### config.mk
export PLATFORM = sky130hd
export DESIGN_NAME = differential_drive_pi_speed_unit_flat
export DESIGN_NICKNAME = d
export VERILOG_FILES = /design/src/rtl/ddps_pkg.sv /design/src/rtl/ddps_in_if.sv /design/src/rtl/ddps_out_if.sv /design/src/rtl/ddps_ctrl.sv /design/src/rtl/ddps_dp.sv /design/src/rtl/differential_drive_pi_speed_unit.sv /design/src/flat_wrapper.sv
export SDC_FILE = /design/constraint.sdc
export NUM_CORES = 2
export LEC_CHECK = 0
export BUFFER_PORTS_ARGS = -buffer_cell sky130_fd_sc_hd__buf_2
export CAP_MARGIN = 20
export CORE_MARGIN = 2
export CORE_UTILIZATION = 45
export DETAILED_ROUTE_END_ITERATION = 8
export GPL_TIMING_DRIVEN = 0
export PLACE_DENSITY = 0.74
export SLEW_MARGIN = 20
export SYNTH_ARGS = -nofsm -noshare
export SYNTH_HDL_FRONTEND = slang
export SYNTH_SLANG_ARGS = --single-unit
export TNS_END_PERCENT = 1
### constraint.sdc
create_clock -name clk -period 9.5 [get_ports clk]
set_input_delay 0 -clock clk [delete_from_list [all_inputs] [get_ports clk]]
set_output_delay 0 -clock clk [all_outputs]
set_load 0.02 [all_outputs]
### src/rtl/ddps_pkg.sv
// Package for the differential drive PI speed unit.
// Fixed-point constants, register indexes, sequencer codes and control structs.
// No dependencies.
`timescale 1ns / 1ps
`default_nettype none

package ddps_pkg;

    // Fixed-point format: signed, FRAC_BITS fraction bits
    localparam int FRAC_BITS = 8;
    localparam int ONE_Q     = 1 << FRAC_BITS;

    // Gains and limits, rounded to nearest
    localparam int K_HEAD   = ((35 << FRAC_BITS) + 50) / 100;
    localparam int KP_L     = ((25 << FRAC_BITS) + 50) / 100;
    localparam int KI_L     = ((120 << FRAC_BITS) + 50) / 100;
    localparam int KP_R     = ((18 << FRAC_BITS) + 50) / 100;
    localparam int KI_R     = ((90 << FRAC_BITS) + 50) / 100;
    localparam int ALPHA    = ((22 << FRAC_BITS) + 50) / 100;
    localparam int VTRIM_R  = ((90 << FRAC_BITS) + 50) / 100;
    localparam int HEAD_MAX = 120 * ONE_Q;
    localparam int INT_LIM  = 300 * ONE_Q;

    localparam int SPEED_SHIFT = 3 + FRAC_BITS;  // base * 8 in QF
    localparam int BASE_SLEW   = 6;
    localparam int PWM_MIN     = 40;
    localparam int CAP_MARGIN  = 10;
    localparam int PWM_MAX     = 255;

    // Shared multiplier widths
    localparam int MA_W = 35;
    localparam int MB_W = 17;
    localparam int MP_W = MA_W + MB_W;

    // Configuration register indexes
    localparam logic [1:0] REG_PERIOD     = 2'd0;
    localparam logic [1:0] REG_RATE       = 2'd1;
    localparam logic [1:0] REG_TRIM_LEFT  = 2'd2;
    localparam logic [1:0] REG_TRIM_RIGHT = 2'd3;

    // One entry per multiply of a control tick
    typedef enum logic [3:0] {
        OP_SPD_L,
        OP_FLT_L,
        OP_SPD_R,
        OP_FLT_R,
        OP_HEAD,
        OP_VTR,
        OP_INT_L,
        OP_P_L,
        OP_I_L,
        OP_INT_R,
        OP_P_R,
        OP_I_R
    } ddps_op_t;

    typedef enum logic [1:0] {
        ST_IDLE,
        ST_MUL,
        ST_WB,
        ST_DONE
    } ddps_state_t;

    typedef struct packed {
        logic     load;      // latch input beat
        logic     wb;        // write back product of op
        logic     out_load;  // move duties to output register
        ddps_op_t op;
    } ddps_cmd_t;

    typedef struct packed {
        logic restart;       // latched beat was a restart
    } ddps_stat_t;

endpackage

`default_nettype wire

### src/rtl/ddps_in_if.sv
// Input channel of the differential drive PI speed unit.
// Uses no package.
`timescale 1ns / 1ps
`default_nettype none

interface ddps_in_if;
    logic               valid;
    logic               ready;
    logic               restart;
    logic signed [23:0] heading_error;
    logic signed [15:0] delta_left;
    logic signed [15:0] delta_right;
    logic        [7:0]  target_pwm;

    modport source (output valid, restart, heading_error, delta_left, delta_right,
                    target_pwm, input ready);
    modport sink (input valid, restart, heading_error, delta_left, delta_right,
                  target_pwm, output ready);
endinterface

`default_nettype wire

### src/rtl/ddps_out_if.sv
// Output channel of the differential drive PI speed unit.
// Uses no package.
`timescale 1ns / 1ps
`default_nettype none

interface ddps_out_if;
    logic       valid;
    logic       ready;
    logic [7:0] pwm_left;
    logic [7:0] pwm_right;

    modport source (output valid, pwm_left, pwm_right, input ready);
    modport sink (input valid, pwm_left, pwm_right, output ready);
endinterface

`default_nettype wire

### src/rtl/ddps_ctrl.sv
// Sequencer of the speed unit: walks the multiply list and owns the handshakes.
// Depends on ddps_pkg.
`timescale 1ns / 1ps
`default_nettype none

module ddps_ctrl (
    input  wire logic                 clk,
    input  wire logic                 rst_n,
    input  wire logic                 in_valid,
    output logic                      in_ready,
    output logic                      out_valid,
    input  wire logic                 out_ready,
    input  wire ddps_pkg::ddps_stat_t stat,
    output ddps_pkg::ddps_cmd_t       cmd
);

    ddps_pkg::ddps_state_t state_reg, state_next;
    ddps_pkg::ddps_op_t    op_reg, op_next;
    logic                  valid_reg, valid_next;
    logic                  slot_free;

    assign slot_free = !valid_reg || out_ready;

    // Next state
    always_comb
    begin
        state_next = state_reg;
        op_next    = op_reg;
        unique case (state_reg)
            ddps_pkg::ST_IDLE:
            begin
                if (in_valid)
                begin
                    state_next = ddps_pkg::ST_MUL;
                    op_next    = ddps_pkg::OP_SPD_L;
                end
            end
            ddps_pkg::ST_MUL:
            begin
                // restart skips all arithmetic
                if (stat.restart)
                    state_next = ddps_pkg::ST_DONE;
                else
                    state_next = ddps_pkg::ST_WB;
            end
            ddps_pkg::ST_WB:
            begin
                if (op_reg == ddps_pkg::OP_I_R)
                    state_next = ddps_pkg::ST_DONE;
                else
                begin
                    state_next = ddps_pkg::ST_MUL;
                    op_next    = ddps_pkg::ddps_op_t'(op_reg + 4'd1);
                end
            end
            ddps_pkg::ST_DONE:
            begin
                if (slot_free)
                    state_next = ddps_pkg::ST_IDLE;
            end
            default: state_next = ddps_pkg::ST_IDLE;
        endcase
    end

    // Outputs
    always_comb
    begin
        cmd.load     = 1'b0;
        cmd.wb       = 1'b0;
        cmd.out_load = 1'b0;
        cmd.op       = op_reg;
        in_ready     = 1'b0;
        unique case (state_reg)
            ddps_pkg::ST_IDLE:
            begin
                in_ready = 1'b1;
                cmd.load = in_valid;
            end
            ddps_pkg::ST_MUL: ;
            ddps_pkg::ST_WB:   cmd.wb = 1'b1;
            ddps_pkg::ST_DONE: cmd.out_load = slot_free;
            default: ;
        endcase
    end

    // Output valid flag
    always_comb
    begin
        valid_next = valid_reg;
        if (out_ready)
            valid_next = 1'b0;
        if (cmd.out_load)
            valid_next = 1'b1;
    end

    assign out_valid = valid_reg;

    always_ff @(posedge clk or negedge rst_n)
    begin
        if (!rst_n)
        begin
            state_reg <= ddps_pkg::ST_IDLE;
            op_reg    <= ddps_pkg::OP_SPD_L;
            valid_reg <= 1'b0;
        end
        else
        begin
            state_reg <= state_next;
            op_reg    <= op_next;
            valid_reg <= valid_next;
        end
    end

endmodule

`default_nettype wire

### src/rtl/ddps_dp.sv
// Datapath of the speed unit: shared multiplier, controller state and config.
// Depends on ddps_pkg.
`timescale 1ns / 1ps
`default_nettype none

module ddps_dp (
    input  wire logic                clk,
    input  wire logic                rst_n,
    input  wire logic                wr_en,
    input  wire logic [1:0]          wr_addr,
    input  wire logic [15:0]         wr_data,
    input  wire logic                in_restart,
    input  wire logic signed [23:0]  in_heading,
    input  wire logic signed [15:0]  in_dl,
    input  wire logic signed [15:0]  in_dr,
    input  wire logic [7:0]          in_target,
    input  wire ddps_pkg::ddps_cmd_t cmd,
    output ddps_pkg::ddps_stat_t     stat,
    output logic [7:0]               pwm_left,
    output logic [7:0]               pwm_right
);

    localparam int MP_W = ddps_pkg::MP_W;
    localparam int MA_W = ddps_pkg::MA_W;
    localparam int MB_W = ddps_pkg::MB_W;

    // Configuration
    logic [15:0]        period_reg, rate_reg;
    logic signed [8:0]  trim_l_reg, trim_r_reg;

    // Beat and loop state
    logic               restart_reg;
    logic signed [23:0] head_reg;
    logic signed [15:0] dl_reg, dr_reg;
    logic [7:0]         target_reg, ramp_reg, ramp_next;
    logic signed [31:0] vf_l_reg, vf_r_reg;
    logic signed [23:0] integ_l_reg, integ_r_reg;

    // Scratch
    logic signed [33:0] diff_reg;
    logic signed [16:0] corr_reg;
    logic signed [21:0] vref_r_reg;
    logic signed [32:0] e_l_reg, e_r_reg;
    logic signed [47:0] acc_reg;
    logic [7:0]         duty_l_reg, duty_r_reg, out_l_reg, out_r_reg;

    logic signed [MA_W-1:0] mul_a;
    logic signed [MB_W-1:0] mul_b;
    logic signed [MP_W-1:0] prod_reg, rnd8, rnd16;
    logic signed [21:0]     vbase;
    logic signed [31:0]     vf_sel;
    logic signed [35:0]     filt_sum;
    logic signed [31:0]     filt_sat;
    logic signed [23:0]     integ_sel;
    logic signed [36:0]     integ_sum;
    logic signed [23:0]     integ_sat;
    logic signed [16:0]     corr_sat;
    logic signed [47:0]     acc_base, acc_fin;
    logic [8:0]             cap;
    logic [7:0]             duty_fin;

    // Truncate toward zero, clamp to [0, cap], lift small duties to the floor
    function automatic logic [7:0] duty_of(input logic signed [47:0] s,
                                           input logic [8:0] c);
        logic signed [31:0] p;
        logic [8:0]         r;
        p = 32'(s >>> (2 * ddps_pkg::FRAC_BITS));
        if (s < 0)
            r = 9'd0;
        else if (p > $signed({23'd0, c}))
            r = c;
        else
            r = p[8:0];
        if (r != 9'd0 && r < 9'(ddps_pkg::PWM_MIN))
            r = 9'(ddps_pkg::PWM_MIN);
        return r[7:0];
    endfunction

    assign stat.restart = restart_reg;
    assign pwm_left     = out_l_reg;
    assign pwm_right    = out_r_reg;

    // Ramp toward target, at most one step per tick
    always_comb
    begin
        ramp_next = ramp_reg;
        if (in_target > ramp_reg)
            ramp_next = (in_target - ramp_reg > 8'(ddps_pkg::BASE_SLEW)) ?
                        ramp_reg + 8'(ddps_pkg::BASE_SLEW) : in_target;
        else if (in_target < ramp_reg)
            ramp_next = (ramp_reg - in_target > 8'(ddps_pkg::BASE_SLEW)) ?
                        ramp_reg - 8'(ddps_pkg::BASE_SLEW) : in_target;
    end

    assign vbase = 22'(ramp_reg) <<< ddps_pkg::SPEED_SHIFT;

    // Operand select for the shared multiplier
    always_comb
    begin
        mul_a = '0;
        mul_b = '0;
        case (cmd.op)
            ddps_pkg::OP_SPD_L:
            begin
                mul_a = MA_W'(dl_reg);
                mul_b = $signed({1'b0, rate_reg});
            end
            ddps_pkg::OP_SPD_R:
            begin
                mul_a = MA_W'(dr_reg);
                mul_b = $signed({1'b0, rate_reg});
            end
            ddps_pkg::OP_FLT_L, ddps_pkg::OP_FLT_R:
            begin
                mul_a = MA_W'(diff_reg);
                mul_b = MB_W'(ddps_pkg::ALPHA);
            end
            ddps_pkg::OP_HEAD:
            begin
                mul_a = MA_W'(head_reg);
                mul_b = MB_W'(ddps_pkg::K_HEAD);
            end
            ddps_pkg::OP_VTR:
            begin
                mul_a = MA_W'(vbase) + MA_W'(corr_reg);
                mul_b = MB_W'(ddps_pkg::VTRIM_R);
            end
            ddps_pkg::OP_INT_L:
            begin
                mul_a = MA_W'(e_l_reg);
                mul_b = $signed({1'b0, period_reg});
            end
            ddps_pkg::OP_P_L:
            begin
                mul_a = MA_W'(e_l_reg);
                mul_b = MB_W'(ddps_pkg::KP_L);
            end
            ddps_pkg::OP_I_L:
            begin
                mul_a = MA_W'(integ_l_reg);
                mul_b = MB_W'(ddps_pkg::KI_L);
            end
            ddps_pkg::OP_INT_R:
            begin
                mul_a = MA_W'(e_r_reg);
                mul_b = $signed({1'b0, period_reg});
            end
            ddps_pkg::OP_P_R:
            begin
                mul_a = MA_W'(e_r_reg);
                mul_b = MB_W'(ddps_pkg::KP_R);
            end
            ddps_pkg::OP_I_R:
            begin
                mul_a = MA_W'(integ_r_reg);
                mul_b = MB_W'(ddps_pkg::KI_R);
            end
            default: ;
        endcase
    end

    // Product rounding, ties toward plus infinity
    assign rnd8  = (prod_reg + (MP_W'(1) <<< (ddps_pkg::FRAC_BITS - 1)))
                   >>> ddps_pkg::FRAC_BITS;
    assign rnd16 = (prod_reg + (MP_W'(1) <<< 15)) >>> 16;

    // Low-pass update with 32-bit saturation
    assign vf_sel   = (cmd.op == ddps_pkg::OP_FLT_R || cmd.op == ddps_pkg::OP_SPD_R) ?
                      vf_r_reg : vf_l_reg;
    assign filt_sum = 36'(vf_sel) + 36'(rnd8);
    always_comb
    begin
        if (filt_sum > 36'sh0_7FFF_FFFF)
            filt_sat = 32'sh7FFF_FFFF;
        else if (filt_sum < -36'sh0_8000_0000)
            filt_sat = 32'sh8000_0000;
        else
            filt_sat = filt_sum[31:0];
    end

    // Integrator update with clamp
    assign integ_sel = (cmd.op == ddps_pkg::OP_INT_R) ? integ_r_reg : integ_l_reg;
    assign integ_sum = 37'(integ_sel) + 37'(rnd16);
    always_comb
    begin
        if (integ_sum > 37'(ddps_pkg::INT_LIM))
            integ_sat = 24'(ddps_pkg::INT_LIM);
        else if (integ_sum < -37'(ddps_pkg::INT_LIM))
            integ_sat = -24'(ddps_pkg::INT_LIM);
        else
            integ_sat = integ_sum[23:0];
    end

    // Heading correction clamp
    always_comb
    begin
        if (prod_reg > MP_W'(ddps_pkg::HEAD_MAX))
            corr_sat = 17'(ddps_pkg::HEAD_MAX);
        else if (prod_reg < -MP_W'(ddps_pkg::HEAD_MAX))
            corr_sat = -17'(ddps_pkg::HEAD_MAX);
        else
            corr_sat = prod_reg[16:0];
    end

    // Duty sum: (base + trim) in double-fraction format plus P term
    always_comb
    begin
        if (cmd.op == ddps_pkg::OP_P_R)
            acc_base = 48'($signed({2'b00, ramp_reg}) + 10'(trim_r_reg));
        else
            acc_base = 48'($signed({2'b00, ramp_reg}) + 10'(trim_l_reg));
    end
    assign acc_fin  = acc_reg + 48'(prod_reg);
    assign cap      = (9'(target_reg) + 9'(ddps_pkg::CAP_MARGIN) > 9'(ddps_pkg::PWM_MAX)) ?
                      9'(ddps_pkg::PWM_MAX) : 9'(target_reg) + 9'(ddps_pkg::CAP_MARGIN);
    assign duty_fin = duty_of(acc_fin, cap);

    // Shared multiplier, registered
    always_ff @(posedge clk)
    begin
        prod_reg <= MP_W'(mul_a) * MP_W'(mul_b);
    end

    // Configuration registers
    always_ff @(posedge clk or negedge rst_n)
    begin
        if (!rst_n)
        begin
            period_reg <= 16'd655;
            rate_reg   <= 16'd25600;
            trim_l_reg <= '0;
            trim_r_reg <= '0;
        end
        else if (wr_en)
        begin
            unique case (wr_addr)
                ddps_pkg::REG_PERIOD:     period_reg <= wr_data;
                ddps_pkg::REG_RATE:       rate_reg   <= wr_data;
                ddps_pkg::REG_TRIM_LEFT:  trim_l_reg <= wr_data[8:0];
                ddps_pkg::REG_TRIM_RIGHT: trim_r_reg <= wr_data[8:0];
                default: ;
            endcase
        end
    end

    // Loop state
    always_ff @(posedge clk or negedge rst_n)
    begin
        if (!rst_n)
        begin
            ramp_reg    <= '0;
            vf_l_reg    <= '0;
            vf_r_reg    <= '0;
            integ_l_reg <= '0;
            integ_r_reg <= '0;
            restart_reg <= 1'b0;
        end
        else if (cmd.load)
        begin
            restart_reg <= in_restart;
            if (in_restart)
            begin
                ramp_reg    <= '0;
                vf_l_reg    <= '0;
                vf_r_reg    <= '0;
                integ_l_reg <= '0;
                integ_r_reg <= '0;
            end
            else
                ramp_reg <= ramp_next;
        end
        else if (cmd.wb)
        begin
            case (cmd.op)
                ddps_pkg::OP_FLT_L: vf_l_reg    <= filt_sat;
                ddps_pkg::OP_FLT_R: vf_r_reg    <= filt_sat;
                ddps_pkg::OP_INT_L: integ_l_reg <= integ_sat;
                ddps_pkg::OP_INT_R: integ_r_reg <= integ_sat;
                default: ;
            endcase
        end
    end

    // Beat capture and scratch registers
    always_ff @(posedge clk)
    begin
        if (cmd.load)
        begin
            head_reg   <= in_heading;
            dl_reg     <= in_dl;
            dr_reg     <= in_dr;
            target_reg <= in_target;
            duty_l_reg <= '0;
            duty_r_reg <= '0;
        end
        else if (cmd.wb)
        begin
            case (cmd.op)
                ddps_pkg::OP_SPD_L, ddps_pkg::OP_SPD_R:
                    diff_reg <= 34'(prod_reg) - 34'(vf_sel);
                ddps_pkg::OP_HEAD:
                    corr_reg <= corr_sat;
                ddps_pkg::OP_VTR:
                begin
                    vref_r_reg <= rnd8[21:0];
                    e_l_reg    <= 33'(vbase) - 33'(corr_reg) - 33'(vf_l_reg);
                end
                ddps_pkg::OP_INT_L:
                    e_r_reg <= 33'(vref_r_reg) - 33'(vf_r_reg);
                ddps_pkg::OP_P_L, ddps_pkg::OP_P_R:
                    acc_reg <= (acc_base <<< (2 * ddps_pkg::FRAC_BITS)) + 48'(prod_reg);
                ddps_pkg::OP_I_L:
                    duty_l_reg <= duty_fin;
                ddps_pkg::OP_I_R:
                    duty_r_reg <= duty_fin;
                default: ;
            endcase
        end
    end

    // Output register
    always_ff @(posedge clk)
    begin
        if (cmd.out_load)
        begin
            out_l_reg <= duty_l_reg;
            out_r_reg <= duty_r_reg;
        end
    end

endmodule

`default_nettype wire

### src/rtl/differential_drive_pi_speed_unit.sv
// Top level of the differential drive PI speed unit.
// Depends on ddps_pkg, ddps_in_if, ddps_out_if, ddps_ctrl and ddps_dp.
`timescale 1ns / 1ps
`default_nettype none

// One beat on sample is one control tick: the unit ramps its base duty, filters
// both wheel speeds, forms the heading correction and runs a PI loop per wheel,
// then offers both duties on duty. All products go through one registered
// multiplier in twelve steps, each a multiply state then a write-back state;
// a restart beat skips the arithmetic. A new beat is taken as soon as the
// previous one has moved to the output register, so a result waiting on duty
// does not block the next computation. Register writes (period, rate, left
// and right trim) are to be made while idle.
module differential_drive_pi_speed_unit (
    input  wire logic  clk,
    input  wire logic  rst_n,
    input  wire logic  wr_en,
    input  wire logic [1:0]  wr_addr,
    input  wire logic [15:0] wr_data,
    ddps_in_if.sink    sample,
    ddps_out_if.source duty
);

    ddps_pkg::ddps_cmd_t  cmd;
    ddps_pkg::ddps_stat_t stat;

    ddps_ctrl u_ctrl (
        .clk       (clk),
        .rst_n     (rst_n),
        .in_valid  (sample.valid),
        .in_ready  (sample.ready),
        .out_valid (duty.valid),
        .out_ready (duty.ready),
        .stat      (stat),
        .cmd       (cmd)
    );

    ddps_dp u_dp (
        .clk        (clk),
        .rst_n      (rst_n),
        .wr_en      (wr_en),
        .wr_addr    (wr_addr),
        .wr_data    (wr_data),
        .in_restart (sample.restart),
        .in_heading (sample.heading_error),
        .in_dl      (sample.delta_left),
        .in_dr      (sample.delta_right),
        .in_target  (sample.target_pwm),
        .cmd        (cmd),
        .stat       (stat),
        .pwm_left   (duty.pwm_left),
        .pwm_right  (duty.pwm_right)
    );

    // Only one tick in flight
    a_one_in_flight: assert property (@(posedge clk) disable iff (!rst_n)
        sample.valid && sample.ready |=> !sample.ready)
        else $error("beat accepted while a tick is in flight");

    // Duties are zero or at least the floor
    a_floor_left: assert property (@(posedge clk) disable iff (!rst_n)
        duty.valid && duty.pwm_left != 8'd0 |-> duty.pwm_left >= 8'(ddps_pkg::PWM_MIN))
        else $error("left duty below floor");

    a_floor_right: assert property (@(posedge clk) disable iff (!rst_n)
        duty.valid && duty.pwm_right != 8'd0 |-> duty.pwm_right >= 8'(ddps_pkg::PWM_MIN))
        else $error("right duty below floor");

endmodule

`default_nettype wire
### src/flat_wrapper.sv
// flat-port wrapper written by rule: the top's interface ports become plain ports
module differential_drive_pi_speed_unit_flat 
  (clk, rst_n, wr_en, wr_addr, wr_data, sample_valid, sample_restart, sample_heading_error, sample_delta_left, sample_delta_right, sample_target_pwm, sample_ready, duty_valid, duty_pwm_left, duty_pwm_right, duty_ready);
  ddps_in_if sample_i ();
  ddps_out_if duty_i ();
  input  wire logic clk;
  input  wire logic rst_n;
  input  wire logic wr_en;
  input  wire logic [1:0] wr_addr;
  input  wire logic [15:0] wr_data;
  input wire logic [$bits(sample_i.valid)-1:0] sample_valid;
  input wire logic [$bits(sample_i.restart)-1:0] sample_restart;
  input wire logic [$bits(sample_i.heading_error)-1:0] sample_heading_error;
  input wire logic [$bits(sample_i.delta_left)-1:0] sample_delta_left;
  input wire logic [$bits(sample_i.delta_right)-1:0] sample_delta_right;
  input wire logic [$bits(sample_i.target_pwm)-1:0] sample_target_pwm;
  output wire logic [$bits(sample_i.ready)-1:0] sample_ready;
  output wire logic [$bits(duty_i.valid)-1:0] duty_valid;
  output wire logic [$bits(duty_i.pwm_left)-1:0] duty_pwm_left;
  output wire logic [$bits(duty_i.pwm_right)-1:0] duty_pwm_right;
  input wire logic [$bits(duty_i.ready)-1:0] duty_ready;
  assign sample_i.valid = sample_valid;
  assign sample_i.restart = sample_restart;
  assign sample_i.heading_error = sample_heading_error;
  assign sample_i.delta_left = sample_delta_left;
  assign sample_i.delta_right = sample_delta_right;
  assign sample_i.target_pwm = sample_target_pwm;
  assign sample_ready = sample_i.ready;
  assign duty_valid = duty_i.valid;
  assign duty_pwm_left = duty_i.pwm_left;
  assign duty_pwm_right = duty_i.pwm_right;
  assign duty_i.ready = duty_ready;
  differential_drive_pi_speed_unit u_core (.clk(clk), .rst_n(rst_n), .wr_en(wr_en), .wr_addr(wr_addr), .wr_data(wr_data), .sample(sample_i), .duty(duty_i));
endmodule
# == After elaboration in Yosys (flattened, before gate mapping) ==
# Cells that the tools add are included.
# word_totals
reg_bits,513
in_bits,88
output_inout_bits,18
elab_cells,174
# op_classes
add_sub_neg,19
mul,1
n_lt_le_gt_ge,14
n_eq_ne,21
muxes,47
bitwise_logic,1
n_reduce_logical,42
# ops
op,n
2-to-1 mux 32 bit,11
one-hot mux 35 bit (9 select lines),1
2-to-1 mux 24 bit,10
one-hot mux 16 bit (8 select lines),1
adder 48 bit,2
"adder 52 x 17 -> 52 bit, second input constant",1
"> comparator 52 x 16 -> 1 bit, second input constant",1
"< comparator 52 x 16 -> 1 bit, second input constant",1
multiplier 35 x 17 -> 52 bit,1
"< comparator 48 x 1 -> 1 bit, second input constant",1
2-to-1 mux 8 bit,6
"adder 44 x 9 -> 44 bit, second input constant",1
adder 24 x 36 -> 37 bit,1
"> comparator 37 x 18 -> 1 bit, second input constant",1
"< comparator 37 x 18 -> 1 bit, second input constant",1
adder 32 x 36 -> 36 bit,1
"> comparator 36 x 32 -> 1 bit, second input constant",1
"< comparator 36 x 32 -> 1 bit, second input constant",1
subtractor 34 x 32 -> 34 bit,1
subtractor 21 x 32 -> 33 bit,1
subtractor 22 x 32 -> 33 bit,1
> comparator 32 x 10 -> 1 bit,1
AND reduction 3 bit,10
2-to-1 mux 9 bit,3
37 further kinds,85

# == Logic depth before layout (Yosys ltp) ==
# logic_depth
depth_word,10
depth_mapped,38
depth_no_buf,37

# == Cells and area by module ==
# Synthesis repeated with hierarchy kept, for this count alone.
# hier_totals
cells_unflattened,5974
hier_area_um2,54342.1
# by_module_without_submodules
mod,instances,cells_per_inst,area_each_um2,seq_area_each_um2
ddps_dp,1,5934,53959.3,13669.4
ddps_ctrl,1,40,382.9,175.2

# == Worst setup path after synthesis ==
# OpenSTA, ideal clock, no wires.
# synth_timing
path_type,register to register
start,register u_core.u_dp.ramp_reg[0]
end,register u_core.u_dp.prod_reg[45]
setup_ps,72
arrival_time_ps,9338
required_ps,9428
setup_slack_ps,89
stages_incl_launch_ff,37
path_buffers,0
synth_period_minus_slack_ps,9411
cell_sequence,dfrtp_1 ha_1 fa_1 a21o_1 a21oi_1 o21bai_1 a21oi_1 inv_1 a21oi_1 nor2_1 nor2_1 xnor2_1 a2111oi_0 nor2_1 fa_1 inv_1 fa_1 fa_1 inv_1 fa_1 fa_1 inv_1 fa_1 inv_1 ha_1 nand2_1 or3_1 nor4_1 nor3_1 a21oi_1 a2111oi_0 o21ai_0 a41oi_1 nor2_1 or2_2 a21oi_1 xnor2_1
# synth_between
elab_chain_cells,3
# synth_rtl
element,line_no,source
from (decl),ddps_dp.sv:35,"logic [7:0] target_reg, ramp_reg, ramp_next;"
from (signal assigned),ddps_dp.sv:270,ramp_reg <= ramp_next;
adder 20 x 17 -> 21 bit,ddps_dp.sv:125,mul_a = MA_W'(vbase) + MA_W'(corr_reg);
one-hot mux 35 bit (9 select lines),ddps_dp.sv:102,case (cmd.op)
multiplier 35 x 17 -> 52 bit,ddps_dp.sv:221,prod_reg <= MP_W'(mul_a) * MP_W'(mul_b);
to (signal assigned),ddps_dp.sv:221,
to (decl),ddps_dp.sv:49,"logic signed [MP_W-1:0] prod_reg, rnd8, rnd16;"
# Every way passes these cells.
# A chain may end at the register's enable or synchronous reset.

# == Worst setup path in the final report ==
# layout_timing
start,register u_core.u_dp.ramp_reg[1]
end,register u_core.u_dp.prod_reg[51]
# The elaborated chain is that of the path after synthesis.

==> metrics.md <==
| Metric | Value |
|---|---|
| Skew final | 0.06806 ns |
| Clock tree from TritonCTS | done |
| Sink Count | about 510 |
| Clock buffer count from CTS | 56 |
| HP Class | input pin to flop |
| Top-level I/O count | 106 |
| Drt wl/cell | about 24 µm |
| Layout cells sized above 1 | 0.1035 |
| Placed wire-length estimate | 148.0 mm |
| Global-route wire length before repair | ~280 mm |
| Setup CP Type | flop to flop |
| Die Y | ~350 µm |
| Vias in the first global route | 46,120 |
| Post-synth net total | 6,871 |
| Die area | 122,700 µm² |
| Clock transition at the registers of the reported paths | 0.07 ns |
| Relative slew slack | 0.08633 |
| Distinct cells, synth | 94 |
| Clk Latency, worst-skew pair | 0.67 ns |
| Fin crit period | 9.380 ns |
| Cells on worst reg2reg path | 39 |
| Final period util | 0.9874 |
| FFs w/ async S/R, synth | 0.3470 |
| Via count | 46,040 |
| Core Box Area | 119,500 µm² |
| Max reg flops | 52 |
| Critical path endpoint category | flop |
| Setup TNS | 0 ns |
| Slew @ Worst Pin | 1.371 ns |
| Mean post-synth cell area | 9.302 µm² |
| Critical-path maximum fanout | 6 |
| Root buf cell | clkbuf_16 |
| Area Overhead vs Synth | 13.15% |
| Required time of the worst setup path | between 9 and 10 ns |
| Yosys top cell by area | fa_1 |
| # nets final | 7,187 |
| Largest cells by area after synthesis | fa_1 20%, edfxtp_1 15%, ha_1 10% |
| DIE WIDTH | ~350 µm |
| Critical Path Slowest Stage Cell | dfrtp_4 |
| RSZ-0062 raised after global routing | true |
| Post-synth EDFFs | 267 |
| Status | finished, final reports clean |
| Detailed Routing Iterations Pass 1 | 6 |
| Max incr delay on CP | ~0.55 ns |
| 1st-iter DRT viols | 5,161 |
| Total global routing overflow | 0 |
| #FFs+latches synth | between 500 and 600 |
| Antenna violations before repair | 7 |
| CTS Buffer Depth | 3 |
| CP most frequent cell | fa_1 |
| Setup crit start kind | flop |
| H-Tree Depth | 2 |
| Most common flop cell mapped by yosys | edfxtp_1 |
| Antenna viol nets, final | 0 |
| Post-synth top area share | 0.1999 |
| GP Congestion | 1.030 |
| Most common cell after layout, fill and taps aside | inv_1 |
| Total track usage | 0.3002 |
| Fin. Hold Viols | 0 |
| Mapped Area | about 54,000 µm² |
| Drt via density | 5.914 |
| Number of synthesis warnings | 0 |
| Worst endpoint data arrival time | 9.87 ns |
| Final wirelength | 184.3 mm |
| Setup violations, final | 0 |
| Most frequent cells in the layout | 840 x inv_1, 606 x nand2_1, 533 x fa_1, 429 x ha_1, 409 x nor2_1 |
| Final Max Slew Viols | 0 |
| Synthesized instance count | a little under 6,000 |
| Initial Util | 0.4517 |
| Maximum clock frequency | 106.6 MHz |
| Drc violations | 0 |
| Min-Delay Path Depth | 2 |
| I/O Buffers | 105 |
| Row count | 127 |
| MaxCap Viol Count | 0 |
| Pin count of the biggest net entering global routing | 93 |
| Sequential share of the synthesized area | 0.2565 |
stage by stage:
step             util  std cells  worst slack (ns)  instance area, µm²  hold WS, ns
4_1_cts        0.5053       7755          0.005827               60380     0.006986
2_1_floorplan       -       5803           0.08942               53980      -0.2956
3_5_place_dp   0.4786       7565            -3.205               57190      0.05252
5_1_grt        0.5110       7780          -0.08222               61060      0.03809
6_report       0.5111       7785            0.1197               61080      0.02930
3_3_place_gp   0.4730       7520            -4.369               56520       0.1767
metal layers:
metal	GRT usage	wire length, µm	vias to the layer above
li1	-	-	20370
met1	0.3936	71130	22480
met2	0.4647	80930	2614
met3	0.07157	21180	572
met4	0.1507	11040	8
met5	0	55	-
cell usage after synthesis (all sizes together), types with 104 or more instances:
| cell | count |
|---|---|
| edfxtp | 267 |
| dfrtp | 169 |
| fa | 539 |
| inv | 843 |
| a21o | 115 |
| ha | 441 |
| clkbuf | 182 |
| nand2 | 619 |
| xor2 | 109 |
| nor2 | 413 |
| nand3 | 107 |
| o21ai | 185 |
| a22oi | 104 |
| a21oi | 277 |
| xnor2 | 230 |
kinds of logic after synthesis:
group | synth area share
and+or+nand+nor | 0.1364
buffers and inverters | 0.07306
xor gates and xnor gates | 0.05501
adders and majority gates | 0.3021
AOI/OAI and AO/OA | 0.1503
other | 0.00006947
muxes | 0.02647
DFF | 0.2565
critical path: cells and delay by family (launching register included):
kind,cells,cell delay (ns)
simple gates,7,1.01
flops,1,0.55
fa+ha+maj,8,3.78
xor+xnor,2,0.36
compound gates,15,2.73
buf+inv,7,0.76
worst paths after layout:
path | slack [ns] | end | startpoint
max | 0.12 | u_core.u_dp.prod_reg[51] | u_core.u_dp.ramp_reg[1]
min | 0.03 | u_core.u_dp.dl_reg[3] | sample_delta_left[3]
max reg2reg | 0.12 | u_core.u_dp.prod_reg[51] | u_core.u_dp.ramp_reg[1]
min reg2reg | 0.44 | u_core.u_dp.pwm_left[1] | u_core.u_dp.duty_l_reg[1]
max in group asynchronous | 7.97 | u_core.u_dp.trim_l_reg[7] | rst_n
min in group asynchronous | 0.60 | u_core.u_dp.vf_r_reg[25] | rst_n
repair_timing:
action                                  4_1_cts  5_1_grt
hold buffers                                 87        0
pin swaps                                     7       35
gates resized for setup                     159      141
endpoints found under the setup margin       38       14
cloned                                        0        0
hold endpoints to repair                    320        0
setup buffers                                12       29
layout make-up:
| cell class | instances | area [µm²] |
|---|---|---|
| antenna | 6 | 15.01 |
| sequential | 513 | 13850 |
| inverter | 843 | 3168 |
| multi-input combinational | 4245 | 36980 |
| clock buffer | 75 | 1554 |
| tap | 1612 | 2017 |
| buffer | 182 | 919.6 |
| clock inverter | 31 | 326.6 |
| fill | 10880 | 58420 |
| timing repair buffer | 278 | 2241 |
Power is left out: the tool's default activity adds up to more than one toggle a clock period on the data nets, which glitch-free logic cannot reach.
